--- src/design/tsr_ram.sv ---
`default_nettype none

module tsr_ram #(
  parameter int Width = 8,
  parameter int Depth = 16,
  localparam int AddrW = (Depth > 1) ? $clog2(Depth) : 1
) (
  input  wire logic             clk_i,
  input  wire logic             we_i,
  input  wire logic [AddrW-1:0] waddr_i,
  input  wire logic [Width-1:0] wdata_i,
  input  wire logic [AddrW-1:0] raddr_i,
  output logic      [Width-1:0] rdata_o
);

  logic [Width-1:0] mem_q [Depth];
  logic [Width-1:0] rdata_q;

  always_ff @(posedge clk_i) begin
    if (we_i) begin
      mem_q[waddr_i] <= wdata_i;
    end
    rdata_q <= mem_q[raddr_i];
  end

  assign rdata_o = rdata_q;

endmodule

`default_nettype wire

--- config.mk ---
export PLATFORM = sky130hd
export DESIGN_NAME = tsr_ram
export DESIGN_NICKNAME = d
export VERILOG_FILES = /design/src/design/tsr_ram.sv
export SDC_FILE = /design/constraint.sdc
export NUM_CORES = 1
export LEC_CHECK = 0
export ABC_CLOCK_PERIOD_IN_PS = 2310
export BUFFER_PORTS_ARGS = -buffer_cell sky130_fd_sc_hd__buf_2
export CAP_MARGIN = 20
export CORE_UTILIZATION = 50
export DETAILED_ROUTE_END_ITERATION = 16
export PLACE_DENSITY = 0.67
export SLEW_MARGIN = 20
export SYNTH_ARGS = -nofsm -noshare
export SYNTH_HDL_FRONTEND = slang
export SYNTH_SLANG_ARGS = --single-unit
--- constraint.sdc ---
create_clock -name clk_i -period 2.31 [get_ports clk_i]
set_input_delay 0.1155 -clock clk_i [delete_from_list [all_inputs] [get_ports clk_i]]
set_output_delay 0.1155 -clock clk_i [all_outputs]
set_load 0.02 [all_outputs]
======== After elaboration in Yosys (flattened, before gate mapping) ========
Memory sizes are Yosys's and may differ from the RTL's. A register that Yosys moved wholly into a read port is not among the register bits.
Index checks and enable logic that the tools add are counted.
cells by class
  $add $sub $neg .......................... 0
  multipliers ............................. 0
  div/mod/pow operators ................... 0
  order comparisons ....................... 0
  eq/ne operators ......................... 0
  shift-type cells ........................ 0
  multiplexer cells ....................... 2
  bitwise operators ....................... 0
  reductions and logical operators ........ 0
operator list
  operator           number
  two-way mux 1 bit  2
storage, ports and cells
  bits in registers ....................... 0
  latch bits .............................. 0
  memory bits (writable) .................. 128
  memory bits (read-only) ................. 0
  input bits .............................. 18
  output and inout bits ................... 8
  word-level logic and storage cells ...... 3
  memories ................................ 1
memory list
  memory  depth  width  read ports  clocked after memory_dff  wr ports  line  source
  mem_q   16     8      1           1                         1         16    logic [Width-1:0] mem_q [Depth];

======== Depth between registers and ports, before layout ========
Gate-level depths: netlist of run 1.
  word-level depth ........................ 2
  gate-level depth with buffers ........... 5
  depth with buffers taken out ............ 3

======== Worst setup path after synthesis of run 1 ========
Ideal clock, no wire load.
  path type ............................... input -> register
  start point ............................. input port waddr_i[2]
  end point ............................... memory mem_q[0][0] (enable)
  data arrival time ....................... 1225 ps
  data required time ...................... 1927 ps
  path slack .............................. 702 ps
  stages .................................. 2
  path buffers ............................ 0
  path through ............................ or3b_2 -> nor3_1
RTL lines
  what             line  source
  start, declared  10    input wire logic [AddrW-1:0] waddr_i,
  end, declared    16
Straight into the memory's write port.

==> summary.md, run 1 <==
| Metric | Value |
|---|---|
| Status | `completed` |
| CP peak stage delay | `0.50 ns` |
| Die Height | `103.5 µm` |
| RSZ-0062 raised after global routing | `no` |
| Syn Area/Cell | `22.48 µm²` |
| Reg2reg start | `mem_q[9][1]` |
| Int Power | `4.697 mW` |
| Root Buffer | `clkbuf_8` |
| Synth unique cells | `19` |
| Max Slew Vio Count | `0` |
| Mapped Cells | `229` |
| Port bufs | `25` |
| Reg2reg end | `rdata_o[1]` |
| WP buf/inv | `0` |
| Largest net degree at the start of global routing | `33` |
| Hold Path Class | `in -> reg` |
| Hold Crit Start | `waddr_i[2]` |
| Worst-Margin Slew | `0.7009 ns` |
| DP HPWL | `6172 µm` |
| Reg2reg setup slack | `0.91 ns` |
| Share of cells above drive strength 1 | `30.23%` |
| # DRC | `0` |
| Top Ports | `26` |
| DIE AREA | `10710 µm²` |
| Maximum vdd drop | `0.0004953 V` |
| Layout area overhead | `20.37%` |
| Ys Warns | `0` |
| Gpl congestion | `0.7514` |
| Crit Path Class | `reg -> reg` |
| Vias in the first global route | `2540` |
| Slowest stage cell, crit path | `mux4_1` |
| Reg power frac | `47.8%` |
| Slew headroom | `53.18%` |
| Placement Rows | `36` |
| CTS Sinks | `136` |
| Worst-Skew Late Latency | `0.51 ns` |
| Minimum clock period | `1.395 ns` |
| Diode count | `0` |
| Leading cell type in the layout, fill and taps excluded | `edfxtp_1` |
| Clock Skews | `0.008360 ns` |
| Pre-antenna DRT Iters | `4` |
| Routed length per instance | `23.45 µm` |
| Hold path endpoint | `mem_q[2][6]` |
| Worst Hold Depth | `3` |
| Final wirelength | `10180 µm` |
| Cell family with most CP delay | `multiplexers` |
| Critical Path AT | `1.78 ns` |
| CORE AREA | `9864 µm²` |
| Sw Pwr | `1.108 mW` |
| MaxCap Viol Count | `0` |
| Clock Power Share | `47.3%` |
| Total Routing Usage GR | `21.63%` |
| Global route overflow | `0` |
| Type of destination of the critical path | `register` |
| Switch share | `19.09%` |
| Initial Utilization | `52.18%` |
| Critical path cell sequence | `mux4_1 -> a22oi_1 -> nand2_1` |
| Startpoint Class | `register` |
| Synthesized Nets | `247` |
| Worst-path clk slew | `0.06 ns` |
| First-pass GRT wire length | `15300 µm` |
| First DRT Iteration DRCs | `164` |
| Sequential cell area fraction in the yosys report | `77.78%` |
| Period Utilization, post-route | `60.40%` |
| Vias | `2510` |
| Setup TNS | `0 ns` |
| CTS tree | `yes` |
| Pwr Density | `936.8 nW/µm²` |
| Vias per cell | `5.783` |
| CTS resizes | `0` |
| R2R cell count | `3` |
| # H-tree levels | `4` |
| Synth Cell Area | `5147 µm²` |
| Most frequent cells in the layout | `edfxtp_1, buf_2, mux4_2, buf_4` |
| Worst-path fanout max | `1` |
| Leak pwr | `2.125 nW` |
| Dpl cells | `396` |
| Setup violations, final | `0` |
| Fmax | `716.8 MHz` |
| Final hold vios | `0` |
| Clock tree buffer depth | `2` |
| Die X | `103.5 µm` |
| Gate power share | `4.9%` |
| Post-route insts no fill | `434` |
| Flops & latches, synth | `136` |
| Post-route ant nets | `0` |
| Num CTS Buffers | `17` |
| Nets | `308` |
| Initial antenna violation count | `0` |
| Worst Path Required | `2.69 ns` |
## worst register-to-register path: cells and delay by family, from the launching register on
family             cells  cell delay (ns)
muxes                  1             0.50
and+or+nand+nor        1             0.09
DFF                    1             0.35
AOI/OAI and AO/OA      1             0.33
## final cells by class
cell class / instances / area (µm²)
fillers: 672 / 3669
repair buffers: 52 / 360.3
clock buffers: 21 / 459.2
flip-flops and latches: 136 / 4004
clock inverters: 9 / 148.9
well taps: 133 / 166.4
multi-input cells: 83 / 1057
## how the worst max path moves through the flow
stage,cells after the start,slack [ns],from,endpoint
floorplan,2,0.70,waddr_i[2],mem_q[0][0]
global placement,3,0.66,waddr_i[2],mem_q[1][7]
detailed placement,3,0.62,waddr_i[2],mem_q[1][7]
CTS,3,0.92,mem_q[9][1],rdata_o[1]
global route,3,0.87,mem_q[9][1],rdata_o[1]
finish,3,0.91,mem_q[9][1],rdata_o[1]
## power groups by stage
stage / clock network [mW] / logic (mW) / registers [mW]
after floorplan: 0 / 0.140 / 2.84
after global placement: 0 / 0.267 / 2.83
after detailed placement: 0 / 0.274 / 2.83
after CTS: 2.78 / 0.286 / 2.78
after global routing: 2.89 / 0.306 / 2.78
final: 2.75 / 0.282 / 2.78
## routing by layer
| layer | vias to the layer above | track usage, % | part of all wire (%) |
|---|---|---|---|
| met2 | 80 | 33.47 | 50 |
| li1 | 1095 | - | - |
| met3 | 9 | 5.242 | 5.1 |
| met1 | 1326 | 30.55 | 44 |
| met5 | - | 0 | 0 |
| met4 | 0 | 7.476 | 1.3 |
## what timing repair did
item | 4_1_cts | 5_1_grt
hold buffers | 8 | 0
hold endpoints to repair | 120 | 0
setup buffers | 0 | 0
setup endpoints to repair | 0 | 0
## Yosys cell counts
cell type        number  share of area (%)
nand3b_1              2               0.29
nand2b_1              2               0.24
buf_4                 1               0.15
nor2_1               13               0.95
clkdlybuf4s25_2       3               0.58
or3b_2                1               0.17
a22oi_1              16                2.3
mux4_1               14                7.1
and2_1                1               0.12
mux4_2               18                7.9
nand3_1               1              0.097
nor3_1                4               0.39
and2b_1               1               0.15
nor2b_1               1               0.12
buf_2                 3               0.29
edfxtp_1            128                 75
dfxtp_1               8                3.1
buf_6                 3               0.66
nand2_1               9               0.66
## kinds of logic after synthesis
| kind of cell | Yosys count | share of synthesized area [%] |
|---|---|---|
| buf+inv | 10 | 1.677 |
| flops | 136 | 77.78 |
| simple gates | 35 | 3.184 |
| mux | 32 | 15.02 |
| compound gates | 16 | 2.334 |
## registers in the layout, summed over array words and instances, names as in the netlist
signal and count:
mem_q 128, rdata_o 8
## metrics by stage
step                      total power, mW  setup WS [ns]  instance area, µm²  hold WS (ns)  util (%)
final                               5.805         0.9149                6196        0.1441     62.81
after floorplan                     2.982         0.7016                5147        0.2144         -
after global placement              3.093         0.6569                5508        0.5065     55.83
after detailed placement            3.102         0.6173                5508        0.5208     55.83
after global routing                5.980         0.8681                6196        0.1640     62.81
after CTS                           5.843         0.9182                6196        0.1192     62.81
Note: power is estimated with default switching activity, not from simulation.
==> run 2, diff against run 1 <==
Settings changed: ABC_AREA set to 1, ABC_CLOCK_PERIOD_IN_PS 2310 to 1400.
Clock period 2.31 ns to 1.4 ns, I/O delays scaled along.
==> run 2 against run 1 <==
Cell count up 72%. Sequential cell count is the same. Highest routed layer unchanged. Design area grew 8.4%. Largest cell class unchanged.
==> summary.md, run 2 <==
| Metric | Value |
|---|---|
| Status | `completed (unchanged)` |
| Crit Path Class | `reg -> reg (unchanged)` |
| Largest net degree at the start of global routing | `65 (was 33)` |
| Final core utilization | `60.87% (was 62.81%)` |
| Synth async-reset ratio | `0% (unchanged)` |
| Sequential cell area fraction in the yosys report | `69.43% (was 77.78%)` |
| Nets | `611 (was 308)` |
| Share of cells above drive strength 1 | `12.73% (was 30.23%)` |
| RSZ-0062 raised after global routing | `no (unchanged)` |
| Total Routing Usage GR | `23.11% (was 21.63%)` |
| Initial Utilization | `52.28% (was 52.18%)` |
| Worst Hold Depth | `3 (unchanged)` |
| Critical Path AT | `1.33 ns (was 1.78 ns)` |
| Final Power | `9.748 mW (was 5.805 mW)` |
| CTS resizes | `0 (unchanged)` |
| Pre-antenna DRT Iters | `5 (was 4)` |
| Die Height | `109.4 µm (was 103.5 µm)` |
| Slew headroom | `73.92% (was 53.18%)` |
| Maximum vdd drop | `0.001356 V (was 0.0004953 V)` |
| DP Area | `6103 µm² (was 5508 µm²)` |
| Switch share | `21.12% (was 19.09%)` |
| Final wirelength | `12460 µm (was 10180 µm)` |
| Fmax | `972.9 MHz (was 716.8 MHz)` |
| Post-synth EDFFs | `128 (unchanged)` |
| Synthesized Nets | `569 (was 247)` |
| R2R cell count | `6 (was 3)` |
| Num CTS Buffers | `17 (unchanged)` |
| Hold Path Class | `in -> reg (unchanged)` |
| Gpl congestion | `0.9105 (was 0.7514)` |
| Reg2reg end | `rdata_o[7] (was rdata_o[1])` |
| Clock Power Share | `47.0% (was 47.3%)` |
| Layout area overhead | `16.42% (was 20.37%)` |
| Hold path endpoint | `rdata_o[7] (was mem_q[2][6])` |
| Worst-path clk slew | `0.06 ns (about the same)` |
| Syn Area/Cell | `10.47 µm² (was 22.48 µm²)` |
| Leading cell type in the layout, fill and taps excluded | `nand2_1 (was edfxtp_1)` |
| Vias per cell | `5.072 (was 5.783)` |
| First DRT Iteration DRCs | `311 (was 164)` |
| Worst-Skew Late Latency | `0.41 ns (was 0.51 ns)` |
| Worst-Margin Slew | `0.3913 ns (was 0.7009 ns)` |
| CTS Sinks | `136 (unchanged)` |
| Worst-path fanout max | `1 (unchanged)` |
| Hold Crit Start | `raddr_i[3] (was waddr_i[2])` |
| Final Cell Area | `6714 µm² (was 6196 µm²)` |
| Area fraction of the dominant cell type after synthesis | `66.65% (was 74.67%)` |
| Flops & latches, synth | `136 (unchanged)` |
| Synth Cell Area | `5767 µm² (was 5147 µm²)` |
| Port bufs | `25 (unchanged)` |
| Most frequent cells in the layout | `nand2_1, edfxtp_1, inv_1 (was edfxtp_1, buf_2, mux4_2, buf_4)` |
| Vias in the first global route | `3647 (was 2540)` |
| Reg2reg start | `mem_q[3][7] (was mem_q[9][1])` |
| Initial antenna violation count | `0 (unchanged)` |
| Cell mode on critical path | `nand3_1` |
| Top cells by count, synth | `nand2_1, edfxtp_1, inv_1 (was edfxtp_1, mux4_2, a22oi_1)` |
| Global route overflow | `0 (unchanged)` |
| Post-route setup slack | `0.3721 ns (was 0.9149 ns)` |
| # DRC | `0 (unchanged)` |
| Clock Skews | `0.01267 ns (was 0.008360 ns)` |
| Pwr Density | `1452 nW/µm² (was 936.8 nW/µm²)` |
| Gate power share | `6.0% (was 4.9%)` |
| Mapped Cells | `551 (was 229)` |
| Max Slew Vio Count | `0 (unchanged)` |
| Die X | `109.4 µm (was 103.5 µm)` |
| Grt met1 use | `31.09% (was 30.55%)` |
| CORE AREA | `11030 µm² (was 9864 µm²)` |
| Synth Flop Type | `edfxtp_1 (unchanged)` |
| Post-CTS Setup Inserts | `0 (unchanged)` |
| Leak pwr | `2.931 nW (was 2.125 nW)` |
| Post-route ant nets | `0 (unchanged)` |
| Slowest stage cell, crit path | `edfxtp_1 (was mux4_1)` |
| Reg with most FFs | `mem_q (unchanged)` |
| Critical path cell sequence | `inv_1 -> nand2_1 -> nand3_1 -> nand3_1 -> nand3_1 -> nand2_1 (was mux4_1 -> a22oi_1 -> nand2_1)` |
| Clock tree buffer depth | `2 (unchanged)` |
| Startpoint Class | `register (unchanged)` |
| Count leader, synth | `nand2_1 (was edfxtp_1)` |
| CP peak stage delay | `0.37 ns (was 0.50 ns)` |
| Type of destination of the critical path | `register (unchanged)` |
| Vias | `3779 (was 2510)` |
| Met2 Track Usage GR | `36.07% (was 33.47%)` |
| DP HPWL | `7412 µm (was 6172 µm)` |
| First-pass GRT wire length | `19250 µm (was 15300 µm)` |
| Minimum clock period | `1.028 ns (was 1.395 ns)` |
| Setup violations, final | `0 (unchanged)` |
| Final hold vios | `0 (unchanged)` |
| Filler cells | `900 (was 672)` |
| DIE AREA | `11970 µm² (was 10710 µm²)` |
| Reg power frac | `47.0% (was 47.8%)` |
| # H-tree levels | `4 (unchanged)` |
| Largest cells by area after synthesis | `edfxtp_1, nand2_1, nand3_1, inv_1, dfxtp_1 (was edfxtp_1, mux4_2, mux4_1, dfxtp_1, a22oi_1)` |
| Routed length per instance | `16.72 µm (was 23.45 µm)` |
| Ys Warns | `0 (unchanged)` |
| Synth unique cells | `12 (was 19)` |
| Worst Path Required | `1.70 ns (was 2.69 ns)` |
| Sw Pwr | `2.059 mW (was 1.108 mW)` |
| Post-synth top area cell | `edfxtp_1 (unchanged)` |
| GR peak layer | `met2 (unchanged)` |
| Diode count | `0 (unchanged)` |
| GR Util met3 | `4.624% (was 5.242%)` |
| Max reg flops | `128 (unchanged)` |
| Root Buffer | `clkbuf_16 (was clkbuf_8)` |
| MaxCap Viol Count | `0 (unchanged)` |
| Top Ports | `26 (unchanged)` |
| Setup WS pre-CTS | `0.2241 ns (was 0.6173 ns)` |
| Int Power | `7.689 mW (was 4.697 mW)` |
| Reg2reg setup slack | `0.37 ns (was 0.91 ns)` |
| CTS tree | `yes (unchanged)` |
| CTS Hold Bufs | `0 (was 8)` |
| Setup TNS | `0 ns (unchanged)` |
| Period Utilization, post-route | `73.42% (was 60.40%)` |
| Placement Rows | `38 (was 36)` |
[run 2: cell types whose count changed in the layout (fill, tap and decap cells not counted), sizes merged, moves of 2 or more]
| cell | change |
|---|---|
| nand3 | +96 |
| mux4 | -32 |
| nand2 | +164 |
| a22oi | -16 |
| nand2b | -2 |
| buf | +3 |
| nor2 | +4 |
| dlygate4sd3 | -8 |
| clkbuf | -2 |
| clkinv | +2 |
| nor3 | -4 |
| inv | +102 |
[run 2: routing by layer]
metal	vias to the layer above	share of wire [%]
li1	1853	-
met1	1763	44
met2	143	48
met3	20	5.7
met4	0	2.4
met5	-	0
[run 2: worst max-delay path by stage]
| stage | cells after the start | endpoint | from | slack (ns) |
|---|---|---|---|---|
| 4_1_cts | 6 | rdata_o[7] | mem_q[3][7] | 0.37 |
| 5_1_grt | 6 | rdata_o[7] | mem_q[3][7] | 0.31 |
| 6_report | 6 | rdata_o[7] | mem_q[3][7] | 0.37 |
| 3_5_place_dp | 8 | rdata_o[7] | raddr_i[0] | 0.22 |
| 3_3_place_gp | 8 | rdata_o[7] | raddr_i[0] | 0.23 |
| 2_1_floorplan | 2 | mem_q[10][0] | waddr_i[2] | 0.38 |
[run 2: kinds of logic (layout without fill, tap and decap cells)]
group                  count (synthesis)  count (layout)  share of synthesized area, %
and+or+nand+nor                      289             289                         21.05
DFF                                  136             136                         69.43
buffers and inverters                126             180                         9.525
[run 2: area by class of cell]
type                            instances  area (µm²)  area share [%]
Tap cell                              140       175.2           2.609
Clock inverter                         12       177.7           2.646
Inverter                              102       382.9           5.703
Multi-Input combinational cell        289        1214           18.08
Sequential cell                       136        4004           59.63
Clock buffer                           19       432.9           6.448
Timing Repair Buffer                   47       327.8           4.883
[run 2: critical path, delay by kind of cell (launching register included)]
| kind | cells | cell delay, ns |
|---|---|---|
| simple gates | 5 | 0.48 |
| flops | 1 | 0.37 |
| buf+inv | 1 | 0.07 |
[run 2: per-stage QoR]
stage	std cells	hold slack, ns
2_1_floorplan	551	0.1689
3_3_place_gp	714	0.4306
3_5_place_dp	714	0.4348
4_1_cts	745	0.005871
5_1_grt	745	0.01093
6_report	745	0.01804
[run 2: power by group through the flow]
| stage | Clock, mW | Combinational (mW) | Sequential, mW |
|---|---|---|---|
| after floorplan | 0 | 0.321 | 4.69 |
| after global placement | 0 | 0.579 | 4.66 |
| after detailed placement | 0 | 0.590 | 4.66 |
| after CTS | 4.60 | 0.594 | 4.58 |
| after global routing | 4.79 | 0.646 | 4.58 |
| final | 4.58 | 0.587 | 4.58 |
==> run 3, diff against run 2 <==
Settings changed: ABC_AREA 1 to 0, ABC_CLOCK_PERIOD_IN_PS 1400 to 860, PLACE_DENSITY 0.67 to 0.7.
Clock period 1.4 ns to 0.86 ns, I/O delays scaled along.
==> run 3 against run 2 <==
The flow now finishes with violations (setup timing). Global-route usage is 1.9 points lower. Largest cell class unchanged. Design area decreased by 1.5%. Power up 50%. Count of clock-buffer cells in the layout unchanged. Critical path type unchanged. Utilization increased by 6.2 points. Hold slack better by 0.010 ns. Critical path depth fell by 3. Sequential power rose by 63%. Non-clock buffer count grew 19. Die area shrank 11%. Sequential share of layout area rose by 1.0 points.
==> summary.md, run 3 (synthesis gave the netlist of run 1 again) <==
| Metric | Value |
|---|---|
| Status | `finished with violations (was completed)` |
| Failing checks | `setup timing` |
| R2R cell count | `3 (was 6)` |
| Hold Path Class | `in -> reg (unchanged)` |
| Pwr Density | `2215 nW/µm² (was 1452 nW/µm²)` |
| Post-CTS Setup Inserts | `0 (unchanged)` |
| Total Routing Usage GR | `21.22% (was 23.11%)` |
| Top Ports | `26 (unchanged)` |
| Startpoint Class | `register (unchanged)` |
| Worst-Margin Slew | `0.9756 ns (was 0.3913 ns)` |
| Nets | `322 (was 611)` |
| Slew headroom | `34.83% (was 73.92%)` |
| Reg2reg start | `mem_q[11][6] (was mem_q[3][7])` |
| DP HPWL | `6317 µm (was 7412 µm)` |
| Port bufs | `25 (unchanged)` |
| Initial Utilization | `52.18% (was 52.28%)` |
| Min Hold Slack | `0.02807 ns (was 0.01804 ns)` |
| DP Area | `5941 µm² (was 6103 µm²)` |
| Setup WS pre-CTS | `-0.5610 ns (was 0.2241 ns)` |
| CTS tree | `yes (unchanged)` |
| Share of cells above drive strength 1 | `45.74% (was 12.73%)` |
| Post-route ant nets | `0 (unchanged)` |
| DIE AREA | `10710 µm² (was 11970 µm²)` |
| Minimum clock period | `1.249 ns (was 1.028 ns)` |
| Largest net degree at the start of global routing | `17 (was 65)` |
| Gpl congestion | `0.7233 (was 0.9105)` |
| Vias per cell | `5.553 (was 5.072)` |
| Max Slew Vio Count | `0 (unchanged)` |
| Vias in the first global route | `2564 (was 3647)` |
| GR peak layer | `met2 (unchanged)` |
| Die Height | `103.5 µm (was 109.4 µm)` |
| Critical Path AT | `1.65 ns (was 1.33 ns)` |
| # H-tree levels | `4 (unchanged)` |
| # DRC | `0 (unchanged)` |
| Leading cell type in the layout, fill and taps excluded | `edfxtp_1 (was nand2_1)` |
| Max reg flops | `128 (unchanged)` |
| Type of destination of the critical path | `register (unchanged)` |
| Post-route setup slack | `-0.3895 ns (was 0.3721 ns)` |
| Fmax | `800.3 MHz (was 972.9 MHz)` |
| Layout area overhead | `28.51% (was 16.42%)` |
| Root Buffer | `clkbuf_8 (was clkbuf_16)` |
| First DRT Iteration DRCs | `145 (was 311)` |
| Clock Skews | `0.005981 ns (was 0.01267 ns)` |
| Diode count | `0 (unchanged)` |
| Setup crit end | `rdata_o[6] (was rdata_o[7])` |
| Post-route insts no fill | `450 (was 745)` |
| Final Cell Area | `6615 µm² (was 6714 µm²)` |
| CORE AREA | `9864 µm² (was 11030 µm²)` |
| CTS Sinks | `136 (unchanged)` |
| Worst Path Required | `1.26 ns (was 1.70 ns)` |
| Reg with most FFs | `mem_q (unchanged)` |
| Num CTS Buffers | `17 (unchanged)` |
| Initial antenna violation count | `0 (unchanged)` |
| Final hold vios | `0 (unchanged)` |
| GR Util met3 | `6.250% (was 4.624%)` |
| Reg2reg end | `rdata_o[6] (was rdata_o[7])` |
| Routed length per instance | `21.86 µm (was 16.72 µm)` |
| Final wirelength | `9836 µm (was 12460 µm)` |
| Setup crit start | `mem_q[11][6] (was mem_q[3][7])` |
| Filler cells | `641 (was 900)` |
| Pre-antenna DRT Iters | `4 (was 5)` |
| Setup violations, final | `16 (was 0)` |
| Period Utilization, post-route | `145.3% (was 73.42%)` |
| Maximum vdd drop | `0.001326 V (was 0.001356 V)` |
| RSZ-0062 raised after global routing | `yes (was no)` |
| Worst-Skew Late Latency | `0.52 ns (was 0.41 ns)` |
| First-pass GRT wire length | `14910 µm (was 19250 µm)` |
| Met2 Track Usage GR | `33.67% (was 36.07%)` |
| Worst-path fanout max | `1 (unchanged)` |
| Most frequent cells in the layout | `edfxtp_1, mux4_2, buf_12 (was nand2_1, edfxtp_1, inv_1)` |
| Dpl cells | `410 (was 714)` |
| Die X | `103.5 µm (was 109.4 µm)` |
| Grt met1 use | `28.33% (was 31.09%)` |
| Reg2reg setup slack | `-0.39 ns (was 0.37 ns)` |
| Clock tree buffer depth | `2 (unchanged)` |
| Worst-path clk slew | `0.06 ns (about the same)` |
| Vias | `2499 (was 3779)` |
| MaxCap Viol Count | `0 (unchanged)` |
| Placement Rows | `36 (was 38)` |
| Crit Path Class | `reg -> reg (unchanged)` |
| Global route overflow | `0 (unchanged)` |
| Leak pwr | `2.190 nW (was 2.931 nW)` |
-- run 3: changes by cell type in the layout (fill, tap and decap cells not counted), sizes merged, moves of 8 or more --
| cell | before | now |
|---|---|---|
| a22oi | 0 | 16 |
| buf | 47 | 58 |
| dlygate4sd3 | 0 | 8 |
| inv | 102 | 0 |
| mux4 | 0 | 32 |
| nand2 | 173 | 9 |
| nand3 | 97 | 1 |
-- run 3: area by class of cell --
cell class | instances | area (µm²) | area share, %
clock buffer | 19 | 421.7 | 6.374
multi-input combinational | 83 | 1152 | 17.42
sequential | 136 | 4013 | 60.66
timing repair buffer | 66 | 774.5 | 11.71
clock inverter | 13 | 87.58 | 1.324
tap | 133 | 166.4 | 2.516
-- run 3: what timing repair did --
action,CTS,global route
hold buffers,8,0
gates cloned,0,0
setup endpoints to repair,16,16
pin swaps,0,1
resized for setup,27,1
endpoints found under the hold margin,128,0
-- run 3: how the worst min path moves through the flow --
stage                     cells past startpoint           end        from
final                                         4    rdata_o[3]  raddr_i[1]
after global routing                          4    rdata_o[3]  raddr_i[1]
after CTS                                     4    rdata_o[3]  raddr_i[1]
after detailed placement                      1  mem_q[10][2]  wdata_i[2]
after global placement                        1   mem_q[8][2]  wdata_i[2]
after floorplan                               0   mem_q[0][0]  wdata_i[0]
-- run 3: worst max-delay path, stage by stage (launching register included) --
cell	delay, ns
edfxtp_1	0.37
mux4_2	0.48
a22oi_2	0.22
nand2_1	0.07
-- run 3: metal layers --
metal,vias up,wire length [µm]
met5,-,0
met4,0,89
met3,8,635
met2,93,5264
met1,1282,3845
li1,1116,-
-- run 3: through the flow --
step / utilization [%] / power [mW] / setup TNS (ns)
3_5_place_dp: 60.22 / 8.501 / -42.66
5_1_grt: 67.06 / 15.13 / -4.923
2_1_floorplan: - / 8.074 / -18.10
4_1_cts: 67.05 / 14.77 / -4.521
3_3_place_gp: 60.22 / 8.471 / -41.22
6_report: 67.06 / 14.65 / -4.169
-- run 3: where the power goes --
| part | switching (mW) | internal, mW | leakage, nW |
|---|---|---|---|
| sequential | 0.0534 | 7.42 | 1.22 |
| clock | 2.45 | 3.74 | 0.246 |
| combinational | 0.500 | 0.488 | 0.719 |
| total | 3.01 | 11.6 | 2.19 |
